### config.mk
export PLATFORM = sky130hd
export DESIGN_NAME = gregorian_date_add_diff
export DESIGN_NICKNAME = d
export VERILOG_FILES = /design/src/hw/rtl/gdad_pkg.sv /design/src/hw/rtl/gregorian_date_add_diff.sv
export SDC_FILE = /design/constraint.sdc
export NUM_CORES = 2
export LEC_CHECK = 0
export BUFFER_PORTS_ARGS = -buffer_cell sky130_fd_sc_hd__buf_2
export CORE_MARGIN = 2
export CORE_UTILIZATION = 47
export DETAILED_ROUTE_END_ITERATION = 12
export PLACE_DENSITY = 0.73
export SYNTH_ARGS = -nofsm -noshare
export SYNTH_HDL_FRONTEND = slang
export SYNTH_SLANG_ARGS = --single-unit
### constraint.sdc
create_clock -name aclk -period 19.61 [get_ports aclk]
set_input_delay 0.9805 -clock aclk [delete_from_list [all_inputs] [get_ports aclk]]
set_output_delay 0.9805 -clock aclk [all_outputs]
set_load 0.03 [all_outputs]
### src/hw/rtl/gdad_pkg.sv
// Shared constants, field widths and calendar helpers for the date arithmetic block.
`default_nettype none

package gdad_pkg;

    // Field widths.
    localparam int ACT_W    = 2;
    localparam int YEAR_W   = 14;
    localparam int MONTH_W  = 4;
    localparam int DAY_W    = 5;
    localparam int SERIAL_W = 22;
    localparam int ERR_W    = 2;

    // Stream data widths, padded to whole bytes.
    localparam int IN_TDATA_W  = 72;
    localparam int OUT_TDATA_W = 56;

    // Shared multiplier operand width.
    localparam int MUL_W = 22;

    // Actions.
    localparam logic [ACT_W-1:0] ACT_ADD  = 2'd0;
    localparam logic [ACT_W-1:0] ACT_SUB  = 2'd1;
    localparam logic [ACT_W-1:0] ACT_DIFF = 2'd2;
    localparam logic [ACT_W-1:0] ACT_CMP  = 2'd3;

    // Error codes.
    localparam logic [ERR_W-1:0] ERR_OK      = 2'd0;
    localparam logic [ERR_W-1:0] ERR_INVALID = 2'd1;
    localparam logic [ERR_W-1:0] ERR_RANGE   = 2'd2;

    localparam logic [YEAR_W-1:0]   MAX_YEAR      = 14'd9999;
    localparam logic [MONTH_W-1:0]  DEC           = 4'd12;
    localparam logic [SERIAL_W-1:0] MAX_SERIAL    = 22'd3652058; // 9999-12-31
    localparam logic [8:0]          DAYS_PER_YEAR = 9'd365;

    // floor(x * RECIP100 / 2^19) equals floor(x / 100) for every 14-bit x.
    localparam logic [MUL_W-1:0] RECIP100   = 22'd5243;
    localparam logic [MUL_W-1:0] MUL365     = 22'd365;
    // Close to 400 / 146097 scaled by 2^30; gives a year estimate within a year or so.
    localparam logic [MUL_W-1:0] RECIP_YEAR = 22'd2939772;
    localparam logic [6:0]       CENTURY    = 7'd100;

    // Length of a month; months outside 1..12 never reach a use of this value.
    function automatic logic [DAY_W-1:0] month_days(input logic [MONTH_W-1:0] m,
                                                    input logic leap);
        logic [DAY_W-1:0] len;
        unique case (m)
            4'd2:                      len = leap ? 5'd29 : 5'd28;
            4'd4, 4'd6, 4'd9, 4'd11:   len = 5'd30;
            default:                   len = 5'd31;
        endcase
        return len;
    endfunction

endpackage

`default_nettype wire

### src/hw/rtl/gregorian_date_add_diff.sv
// Top level of the Gregorian calendar date arithmetic block.
//
// One request on the s_ channel carries an action, a base date, a second date
// and a day offset. The block adds or subtracts the offset, gives the absolute
// day difference between the dates, or compares them, and returns one request
// on the m_ channel. Dates are mapped to serial day numbers (0001-01-01 is 0).
//
// Timing: one request at a time. s_tready is high only while the sequencer is
// idle. A request with an invalid base date ends at its validity check; the
// time any other request takes is set by the shared year unit (states S_YA to
// S_YD for each pass through its single multiplier, one pass per date and one
// or two more when a serial number is turned back into a year) and by the month
// walks, one month per cycle through a shared adder.
//
// The finished request sits in the m_ output register; the sequencer already
// takes the next request while it waits, and only holds its own final state
// if a second result is ready before the first is taken. Reset (aresetn low,
// synchronous) returns the sequencer to idle and drops m_tvalid.
`default_nettype none

module gregorian_date_add_diff (
    input  wire logic                               aclk,
    input  wire logic                               aresetn,
    input  wire logic                               s_tvalid,
    output logic                                    s_tready,
    // s_tdata, from bit 0 up: action[2], base_year[14], base_month[4],
    // base_day[5], other_year[14], other_month[4], other_day[5],
    // day_offset[22], zero padding[2].
    input  wire logic [gdad_pkg::IN_TDATA_W-1:0]    s_tdata,
    output logic                                    m_tvalid,
    input  wire logic                               m_tready,
    // m_tdata, from bit 0 up: result_year[14], result_month[4], result_day[5],
    // day_distance[22], base_is_earlier[1], dates_equal[1], error_code[2],
    // zero padding[7].
    output logic [gdad_pkg::OUT_TDATA_W-1:0]        m_tdata
);
    import gdad_pkg::*;

    // Sequencer states.
    localparam logic [3:0] S_IDLE  = 4'd0;
    localparam logic [3:0] S_YA    = 4'd1;   // year unit: p / 100
    localparam logic [3:0] S_YB    = 4'd2;   // year unit: 365 * p
    localparam logic [3:0] S_YC    = 4'd3;   // year unit: start of year, y / 100
    localparam logic [3:0] S_YD    = 4'd4;   // year unit: leap flag
    localparam logic [3:0] S_CHK   = 4'd5;   // validity check or year adjust
    localparam logic [3:0] S_MSUM  = 4'd6;   // sum the months before this one
    localparam logic [3:0] S_SDONE = 4'd7;   // serial number complete
    localparam logic [3:0] S_ARITH = 4'd8;   // add or subtract with saturation
    localparam logic [3:0] S_EST0  = 4'd9;   // multiply serial by year reciprocal
    localparam logic [3:0] S_EST   = 4'd10;  // first year estimate
    localparam logic [3:0] S_MDIV  = 4'd11;  // peel whole months off the remainder
    localparam logic [3:0] S_DONE  = 4'd12;  // hand the result to the output register

    // What the year unit is working for.
    localparam logic [1:0] PH_BASE  = 2'd0;
    localparam logic [1:0] PH_OTHER = 2'd1;
    localparam logic [1:0] PH_CONV  = 2'd2;

    logic [3:0]             state_reg, state_next;
    logic [1:0]             phase_reg, phase_next;

    // Request fields.
    logic [ACT_W-1:0]       act_reg, act_next;
    logic [YEAR_W-1:0]      by_reg, by_next;
    logic [MONTH_W-1:0]     bm_reg, bm_next;
    logic [DAY_W-1:0]       bd_reg, bd_next;
    logic [YEAR_W-1:0]      oy_reg, oy_next;
    logic [MONTH_W-1:0]     om_reg, om_next;
    logic [DAY_W-1:0]       od_reg, od_next;
    logic [SERIAL_W-1:0]    off_reg, off_next;

    // Working date and serial arithmetic.
    logic [YEAR_W-1:0]      yr_reg, yr_next;
    logic [MONTH_W-1:0]     mo_reg, mo_next;
    logic [DAY_W-1:0]       dy_reg, dy_next;
    logic [MONTH_W-1:0]     cnt_reg, cnt_next;
    logic [SERIAL_W-1:0]    acc_reg, acc_next;
    logic [SERIAL_W-1:0]    sb_reg, sb_next;
    logic [SERIAL_W-1:0]    ys_reg, ys_next;
    logic [7:0]             q100_reg, q100_next;
    logic                   leap_reg, leap_next;

    // Shared multiplier.
    logic [MUL_W-1:0]       mul_a, mul_b;
    logic [2*MUL_W-1:0]     mul_reg;

    // Result fields.
    logic [SERIAL_W-1:0]    dist_reg, dist_next;
    logic                   earlier_reg, earlier_next;
    logic                   equal_reg, equal_next;
    logic [ERR_W-1:0]       err_reg, err_next;

    logic                   m_tvalid_reg, m_tvalid_next;
    logic [OUT_TDATA_W-1:0] m_tdata_reg, m_tdata_next;

    // Combinational helpers.
    logic [YEAR_W-1:0]      p_year;
    logic [7:0]             qy;
    logic                   date_valid;
    logic [SERIAL_W-1:0]    year_rem;
    logic [YEAR_W-1:0]      year_est;
    logic                   pass_base;
    logic [YEAR_W-1:0]      out_year;
    logic [MONTH_W-1:0]     out_month;
    logic [DAY_W-1:0]       out_day;

    assign s_tready = (state_reg == S_IDLE);
    assign m_tvalid = m_tvalid_reg;
    assign m_tdata  = m_tdata_reg;

    assign p_year   = yr_reg - 14'd1;
    assign qy       = mul_reg[26:19];
    assign year_rem = acc_reg - ys_reg;
    assign year_est = mul_reg[43:30];

    assign date_valid = (yr_reg >= 14'd1) && (yr_reg <= MAX_YEAR)
                     && (mo_reg >= 4'd1) && (mo_reg <= DEC)
                     && (dy_reg >= 5'd1) && (dy_reg <= month_days(mo_reg, leap_reg));

    // Difference, compare and invalid dates return the base date as given.
    assign pass_base = act_reg[1] || (err_reg == ERR_INVALID);
    assign out_year  = pass_base ? by_reg : yr_reg;
    assign out_month = pass_base ? bm_reg : mo_reg;
    assign out_day   = pass_base ? bd_reg : dy_reg;

    always_comb begin
        state_next    = state_reg;
        phase_next    = phase_reg;
        act_next      = act_reg;
        by_next       = by_reg;
        bm_next       = bm_reg;
        bd_next       = bd_reg;
        oy_next       = oy_reg;
        om_next       = om_reg;
        od_next       = od_reg;
        off_next      = off_reg;
        yr_next       = yr_reg;
        mo_next       = mo_reg;
        dy_next       = dy_reg;
        cnt_next      = cnt_reg;
        acc_next      = acc_reg;
        sb_next       = sb_reg;
        ys_next       = ys_reg;
        q100_next     = q100_reg;
        leap_next     = leap_reg;
        dist_next     = dist_reg;
        earlier_next  = earlier_reg;
        equal_next    = equal_reg;
        err_next      = err_reg;
        m_tdata_next  = m_tdata_reg;
        m_tvalid_next = m_tvalid_reg && !m_tready;
        mul_a         = '0;
        mul_b         = '0;

        unique case (state_reg)
            S_IDLE: begin
                if (s_tvalid) begin
                    act_next     = s_tdata[1:0];
                    by_next      = s_tdata[15:2];
                    bm_next      = s_tdata[19:16];
                    bd_next      = s_tdata[24:20];
                    oy_next      = s_tdata[38:25];
                    om_next      = s_tdata[42:39];
                    od_next      = s_tdata[47:43];
                    off_next     = s_tdata[69:48];
                    yr_next      = s_tdata[15:2];
                    mo_next      = s_tdata[19:16];
                    dy_next      = s_tdata[24:20];
                    phase_next   = PH_BASE;
                    err_next     = ERR_OK;
                    dist_next    = '0;
                    earlier_next = 1'b0;
                    equal_next   = 1'b0;
                    state_next   = S_YA;
                end
            end
            S_YA: begin
                mul_a      = MUL_W'(p_year);
                mul_b      = RECIP100;
                state_next = S_YB;
            end
            S_YB: begin
                q100_next  = mul_reg[26:19];
                mul_a      = MUL_W'(p_year);
                mul_b      = MUL365;
                state_next = S_YC;
            end
            S_YC: begin
                // Days before January 1: 365p + p/4 - p/100 + p/400.
                ys_next    = mul_reg[SERIAL_W-1:0] + SERIAL_W'(p_year >> 2)
                           - SERIAL_W'(q100_reg) + SERIAL_W'(q100_reg >> 2);
                mul_a      = MUL_W'(yr_reg);
                mul_b      = RECIP100;
                state_next = S_YD;
            end
            S_YD: begin
                leap_next  = (yr_reg[1:0] == 2'b00)
                          && ((yr_reg != (YEAR_W'(qy) * YEAR_W'(CENTURY)))
                              || (qy[1:0] == 2'b00));
                state_next = S_CHK;
            end
            S_CHK: begin
                if (phase_reg == PH_CONV) begin
                    if (ys_reg > acc_reg) begin
                        yr_next    = yr_reg - 14'd1;
                        state_next = S_YA;
                    end else if ((yr_reg < MAX_YEAR)
                              && (year_rem >= SERIAL_W'(DAYS_PER_YEAR + 9'(leap_reg)))) begin
                        yr_next    = yr_reg + 14'd1;
                        state_next = S_YA;
                    end else begin
                        acc_next   = year_rem;
                        mo_next    = 4'd1;
                        state_next = S_MDIV;
                    end
                end else if (!date_valid) begin
                    err_next   = ERR_INVALID;
                    state_next = S_DONE;
                end else begin
                    acc_next   = ys_reg;
                    cnt_next   = 4'd1;
                    state_next = S_MSUM;
                end
            end
            S_MSUM: begin
                if (cnt_reg < mo_reg) begin
                    acc_next = acc_reg + SERIAL_W'(month_days(cnt_reg, leap_reg));
                    cnt_next = cnt_reg + 4'd1;
                end else begin
                    acc_next   = acc_reg + SERIAL_W'(dy_reg) - 22'd1;
                    state_next = S_SDONE;
                end
            end
            S_SDONE: begin
                if (phase_reg == PH_BASE) begin
                    sb_next = acc_reg;
                    if (!act_reg[1]) begin
                        state_next = S_ARITH;
                    end else begin
                        yr_next    = oy_reg;
                        mo_next    = om_reg;
                        dy_next    = od_reg;
                        phase_next = PH_OTHER;
                        state_next = S_YA;
                    end
                end else begin
                    if (act_reg == ACT_DIFF) begin
                        dist_next = (sb_reg > acc_reg) ? (sb_reg - acc_reg)
                                                       : (acc_reg - sb_reg);
                    end else begin
                        earlier_next = (sb_reg < acc_reg);
                        equal_next   = (sb_reg == acc_reg);
                    end
                    state_next = S_DONE;
                end
            end
            S_ARITH: begin
                if (act_reg == ACT_ADD) begin
                    if (off_reg > (MAX_SERIAL - sb_reg)) begin
                        acc_next = MAX_SERIAL;
                        err_next = ERR_RANGE;
                    end else begin
                        acc_next = sb_reg + off_reg;
                    end
                end else begin
                    if (off_reg > sb_reg) begin
                        acc_next = '0;
                        err_next = ERR_RANGE;
                    end else begin
                        acc_next = sb_reg - off_reg;
                    end
                end
                state_next = S_EST0;
            end
            S_EST0: begin
                mul_a      = acc_reg;
                mul_b      = RECIP_YEAR;
                state_next = S_EST;
            end
            S_EST: begin
                yr_next    = (year_est >= MAX_YEAR) ? MAX_YEAR : (year_est + 14'd1);
                phase_next = PH_CONV;
                state_next = S_YA;
            end
            S_MDIV: begin
                if ((mo_reg < DEC) && (acc_reg >= SERIAL_W'(month_days(mo_reg, leap_reg)))) begin
                    acc_next = acc_reg - SERIAL_W'(month_days(mo_reg, leap_reg));
                    mo_next  = mo_reg + 4'd1;
                end else begin
                    dy_next    = acc_reg[DAY_W-1:0] + 5'd1;
                    state_next = S_DONE;
                end
            end
            S_DONE: begin
                if (!m_tvalid_reg || m_tready) begin
                    m_tdata_next  = {7'd0, err_reg, equal_reg, earlier_reg, dist_reg,
                                     out_day, out_month, out_year};
                    m_tvalid_next = 1'b1;
                    state_next    = S_IDLE;
                end
            end
            default: begin
                state_next = S_IDLE;
            end
        endcase
    end

    always_ff @(posedge aclk) begin
        if (!aresetn) begin
            state_reg    <= S_IDLE;
            phase_reg    <= PH_BASE;
            m_tvalid_reg <= 1'b0;
        end else begin
            state_reg    <= state_next;
            phase_reg    <= phase_next;
            m_tvalid_reg <= m_tvalid_next;
        end
    end

    always_ff @(posedge aclk) begin
        act_reg     <= act_next;
        by_reg      <= by_next;
        bm_reg      <= bm_next;
        bd_reg      <= bd_next;
        oy_reg      <= oy_next;
        om_reg      <= om_next;
        od_reg      <= od_next;
        off_reg     <= off_next;
        yr_reg      <= yr_next;
        mo_reg      <= mo_next;
        dy_reg      <= dy_next;
        cnt_reg     <= cnt_next;
        acc_reg     <= acc_next;
        sb_reg      <= sb_next;
        ys_reg      <= ys_next;
        q100_reg    <= q100_next;
        leap_reg    <= leap_next;
        mul_reg     <= mul_a * mul_b;
        dist_reg    <= dist_next;
        earlier_reg <= earlier_next;
        equal_reg   <= equal_next;
        err_reg     <= err_next;
        m_tdata_reg <= m_tdata_next;
    end

    // Checks on the sequencer and on the results it produces.
    logic [ERR_W-1:0]    chk_err;
    logic [SERIAL_W-1:0] chk_dist;
    logic                chk_earlier;
    logic                chk_equal;

    assign chk_err     = m_tdata_reg[48:47];
    assign chk_dist    = m_tdata_reg[44:23];
    assign chk_earlier = m_tdata_reg[45];
    assign chk_equal   = m_tdata_reg[46];

    a_err_code: assert property (@(posedge aclk) disable iff (!aresetn)
        m_tvalid_reg |-> (chk_err == ERR_OK) || (chk_err == ERR_INVALID)
                      || (chk_err == ERR_RANGE))
        else $error("error code outside the defined set");

    a_flags_exclusive: assert property (@(posedge aclk) disable iff (!aresetn)
        m_tvalid_reg |-> !(chk_earlier && chk_equal))
        else $error("earlier and equal flags both set");

    a_invalid_clean: assert property (@(posedge aclk) disable iff (!aresetn)
        (m_tvalid_reg && (chk_err == ERR_INVALID))
            |-> (chk_dist == '0) && !chk_earlier && !chk_equal)
        else $error("invalid date left a distance or compare flag");

    a_busy_after_accept: assert property (@(posedge aclk) disable iff (!aresetn)
        (s_tvalid && s_tready) |=> !s_tready)
        else $error("request accepted while the previous one is in progress");

    a_month_walk: assert property (@(posedge aclk) disable iff (!aresetn)
        (state_reg == S_MDIV) |-> (mo_reg >= 4'd1) && (mo_reg <= DEC))
        else $error("month walk left the range of months");

endmodule

`default_nettype wire
==> flow_summary.ini <==
[outcome]
status = finished clean

[logic_synthesis]
synth_flop_cell = edfxtp_1
synth_edf_count = 247
synthArstFlopShare_pct = 0
yosys.area.top_type_share_pct = 21.0
ys_types = 89
ys_seq_area_share_pct = 23.7
syn_avg_cell_area_um2 = 9.47
netlist_area_um2 = 35400
ys_top_cells_by_area = edfxtp_1 (21%), ha_1 (18%), fa_1 (18%)
synthTopCellsByCount = inv_1 (674), ha_1 (516), fa_1 (312)
synth_warnings = 0
synth-seq-cells = 295
yosys.area.top_type = edfxtp_1
synthCells = 3736
synth_most_common_cell = inv_1

[setup_path]
path_depth = 31
rrSetupSlack_ns = 9.45
max_stage_delay_ns = 0.63
cp-end-kind = register
cp.buffers_inverters = 6
cp_max_fo = 11
path_class = register to register
regToRegStartpoint = yr_reg[0]
critPathRequiredTime_ns = 20.08
timing.rr.end = mul_reg[40]
critPathTopFamily = adder cells
arrival_ns = 10.63
worstRegToRegCells = 31
start_kind = register
cp_slowest_cell = or4_4
path_common_cell = fa_1

[cells_and_area]
nets = 4766
utilization_pct = 51.6
drive_above_1_share_pct = 7.25
layout.cells.non_filler = 4857
syn_to_final_growth_pct = 8.48
antenna_cells = 0
largest_register_ffs = 49

[floorplanning]
num_rows = 100
die_area_um2 = 77500
core_um2 = 74400
fp.dieH_um = 278
initial_utilization_pct = 47.5
boundaryPins = 134
fp.dieW_um = 278

[clock_network]
clkTransAtPathRegs_ns = 0.06
hold_buffers = 0
post_cts_buffers = 0
clk_latency_ns = 0.56
htree_levels = 2
cts_buffer_depth = 3
cts_inserted_buffers = 34
clock-sinks = 295
cts-root-buf = clkbuf_16
cts_resized = 0
cts_tree = yes

[timing]
slew_violations = 0
hold_viol_final = 0
skew_ns = 0.0197
rsz0062_at_grt = false
finalSetupTns_ns = 0
worst_pin_slew_ns = 1.21
holdWs_ns = 0.417
slew_headroom_pct = 19.5
fin_crit_sh_pct = 51.8
report.final.setup_viol = 0
fmax_mhz = 98.4
finalWorstPathRequiredPeriod_ns = 10.16

[pwr]
pwr-share-comb_pct = 62.2
power.switching_mw = 1.90
ir_drop_mv = 0.368
netSwitchingFraction_pct = 44.7
p_per_area_nw_per_um2 = 111
cellLeakagePower_nw = 18.8
intPower_mw = 2.35
clock_power_share_pct = 16.0
seqPwrFrac_pct = 21.8

[detailed_routing]
first_iter_violations = 2130
totalWireLength_um = 98100
vias = 27035
drtPass1Iterations = 7
routed_via_density = 5.57
wl_per_cell_um = 20.2
ant_nets = 0
drc_errors = 0

[worst_hold_path]
hold_class = register to register
worst_hold_path.endpoint = m_tdata[32]
min-delay-start = dist_reg[9]
holdPathStages = 0

[placed_design]
numPortBuffers = 124
gp_congestion = 0.956
dp_cells = 4795
hpwl_um = 81000

[global_route]
grt_pass1_wl_um = 155000
overflow = 0
first_global_vias = 27481
antenna_found_initial = 0
grt_usage_pct = 25.6
grt_start_max_net_pins = 50

[flow_run]
drv_cap = 0
==> routing by layer <==
layer,GRT usage [%],share of wire [%],vias to the layer above
met5,0,0,-
met4,8.32,3.5,0
met3,3.35,6.4,150
met2,43.3,48,855
met1,34.1,42,13122
li1,-,-,12908
==> power by group through the flow <==
stage / clock [mW] / sequential (mW) / combinational, mW
after detailed placement: 0 / 0.937 / 2.60
after floorplan: 0 / 0.885 / 2.02
after global placement: 0 / 0.936 / 2.58
after global routing: 0.711 / 0.934 / 3.00
after CTS: 0.690 / 0.924 / 2.64
final: 0.681 / 0.927 / 2.65
==> kinds of logic (layout without fill, tap and decap cells) <==
family                   count (synthesis)  in the layout  synth area share (%)
multiplexers                            55             55                  1.65
adder cells (fa/ha/maj)                828            828                  35.9
AO/OA/AOI/OAI                          773            773                  14.1
other                                    2             31                0.0212
flip-flops                             295            295                  23.7
AND/OR/NAND/NOR                        770            770                  10.5
XOR/XNOR                               232            232                  5.74
buffers and inverters                  781            904                  8.44
==> worst max path at each step <==
stage	start	end	slack [ns]
after floorplan	yr_reg[0]	mul_reg[40]	10.91
after global placement	yr_reg[0]	mul_reg[35]	9.57
after detailed placement	yr_reg[0]	mul_reg[35]	9.55
after CTS	yr_reg[0]	mul_reg[35]	9.48
after global routing	yr_reg[0]	mul_reg[40]	8.97
final	yr_reg[0]	mul_reg[40]	9.45
==> placed cells by master, fill, tap and decap left out, drive strengths merged, types with 42 or more instances in the layout <==
cell type and n:
nand2b 42, o21ai 152, a21oi 225, nor2 241, nand3 51, xor2 61
nor3 59, edfxtp 247, nand2 182, buf 164, inv 679, a21o 91
ha 516, xnor2 171, dfxtp 48, fa 312
==> metrics by stage <==
step	area [um2]	setup WS (ns)	power, mW
after detailed placement	37200	9.55	3.53
after global routing	38400	8.97	4.65
final	38400	9.45	4.25
after CTS	38400	9.48	4.26
after global placement	37200	9.57	3.51
after floorplan	35500	10.91	2.91
==> cell type report <==
cell class / count / area [um2]
clock buffer: 40 / 916
clock inverter: 22 / 254
fill: 6762 / 36100
inverter: 678 / 2540
multi-input combinational: 2689 / 24200
sequential: 295 / 8380
tap: 969 / 1210
timing repair buffer: 164 / 921
No activity file was read; power rests on OpenSTA's default activity.
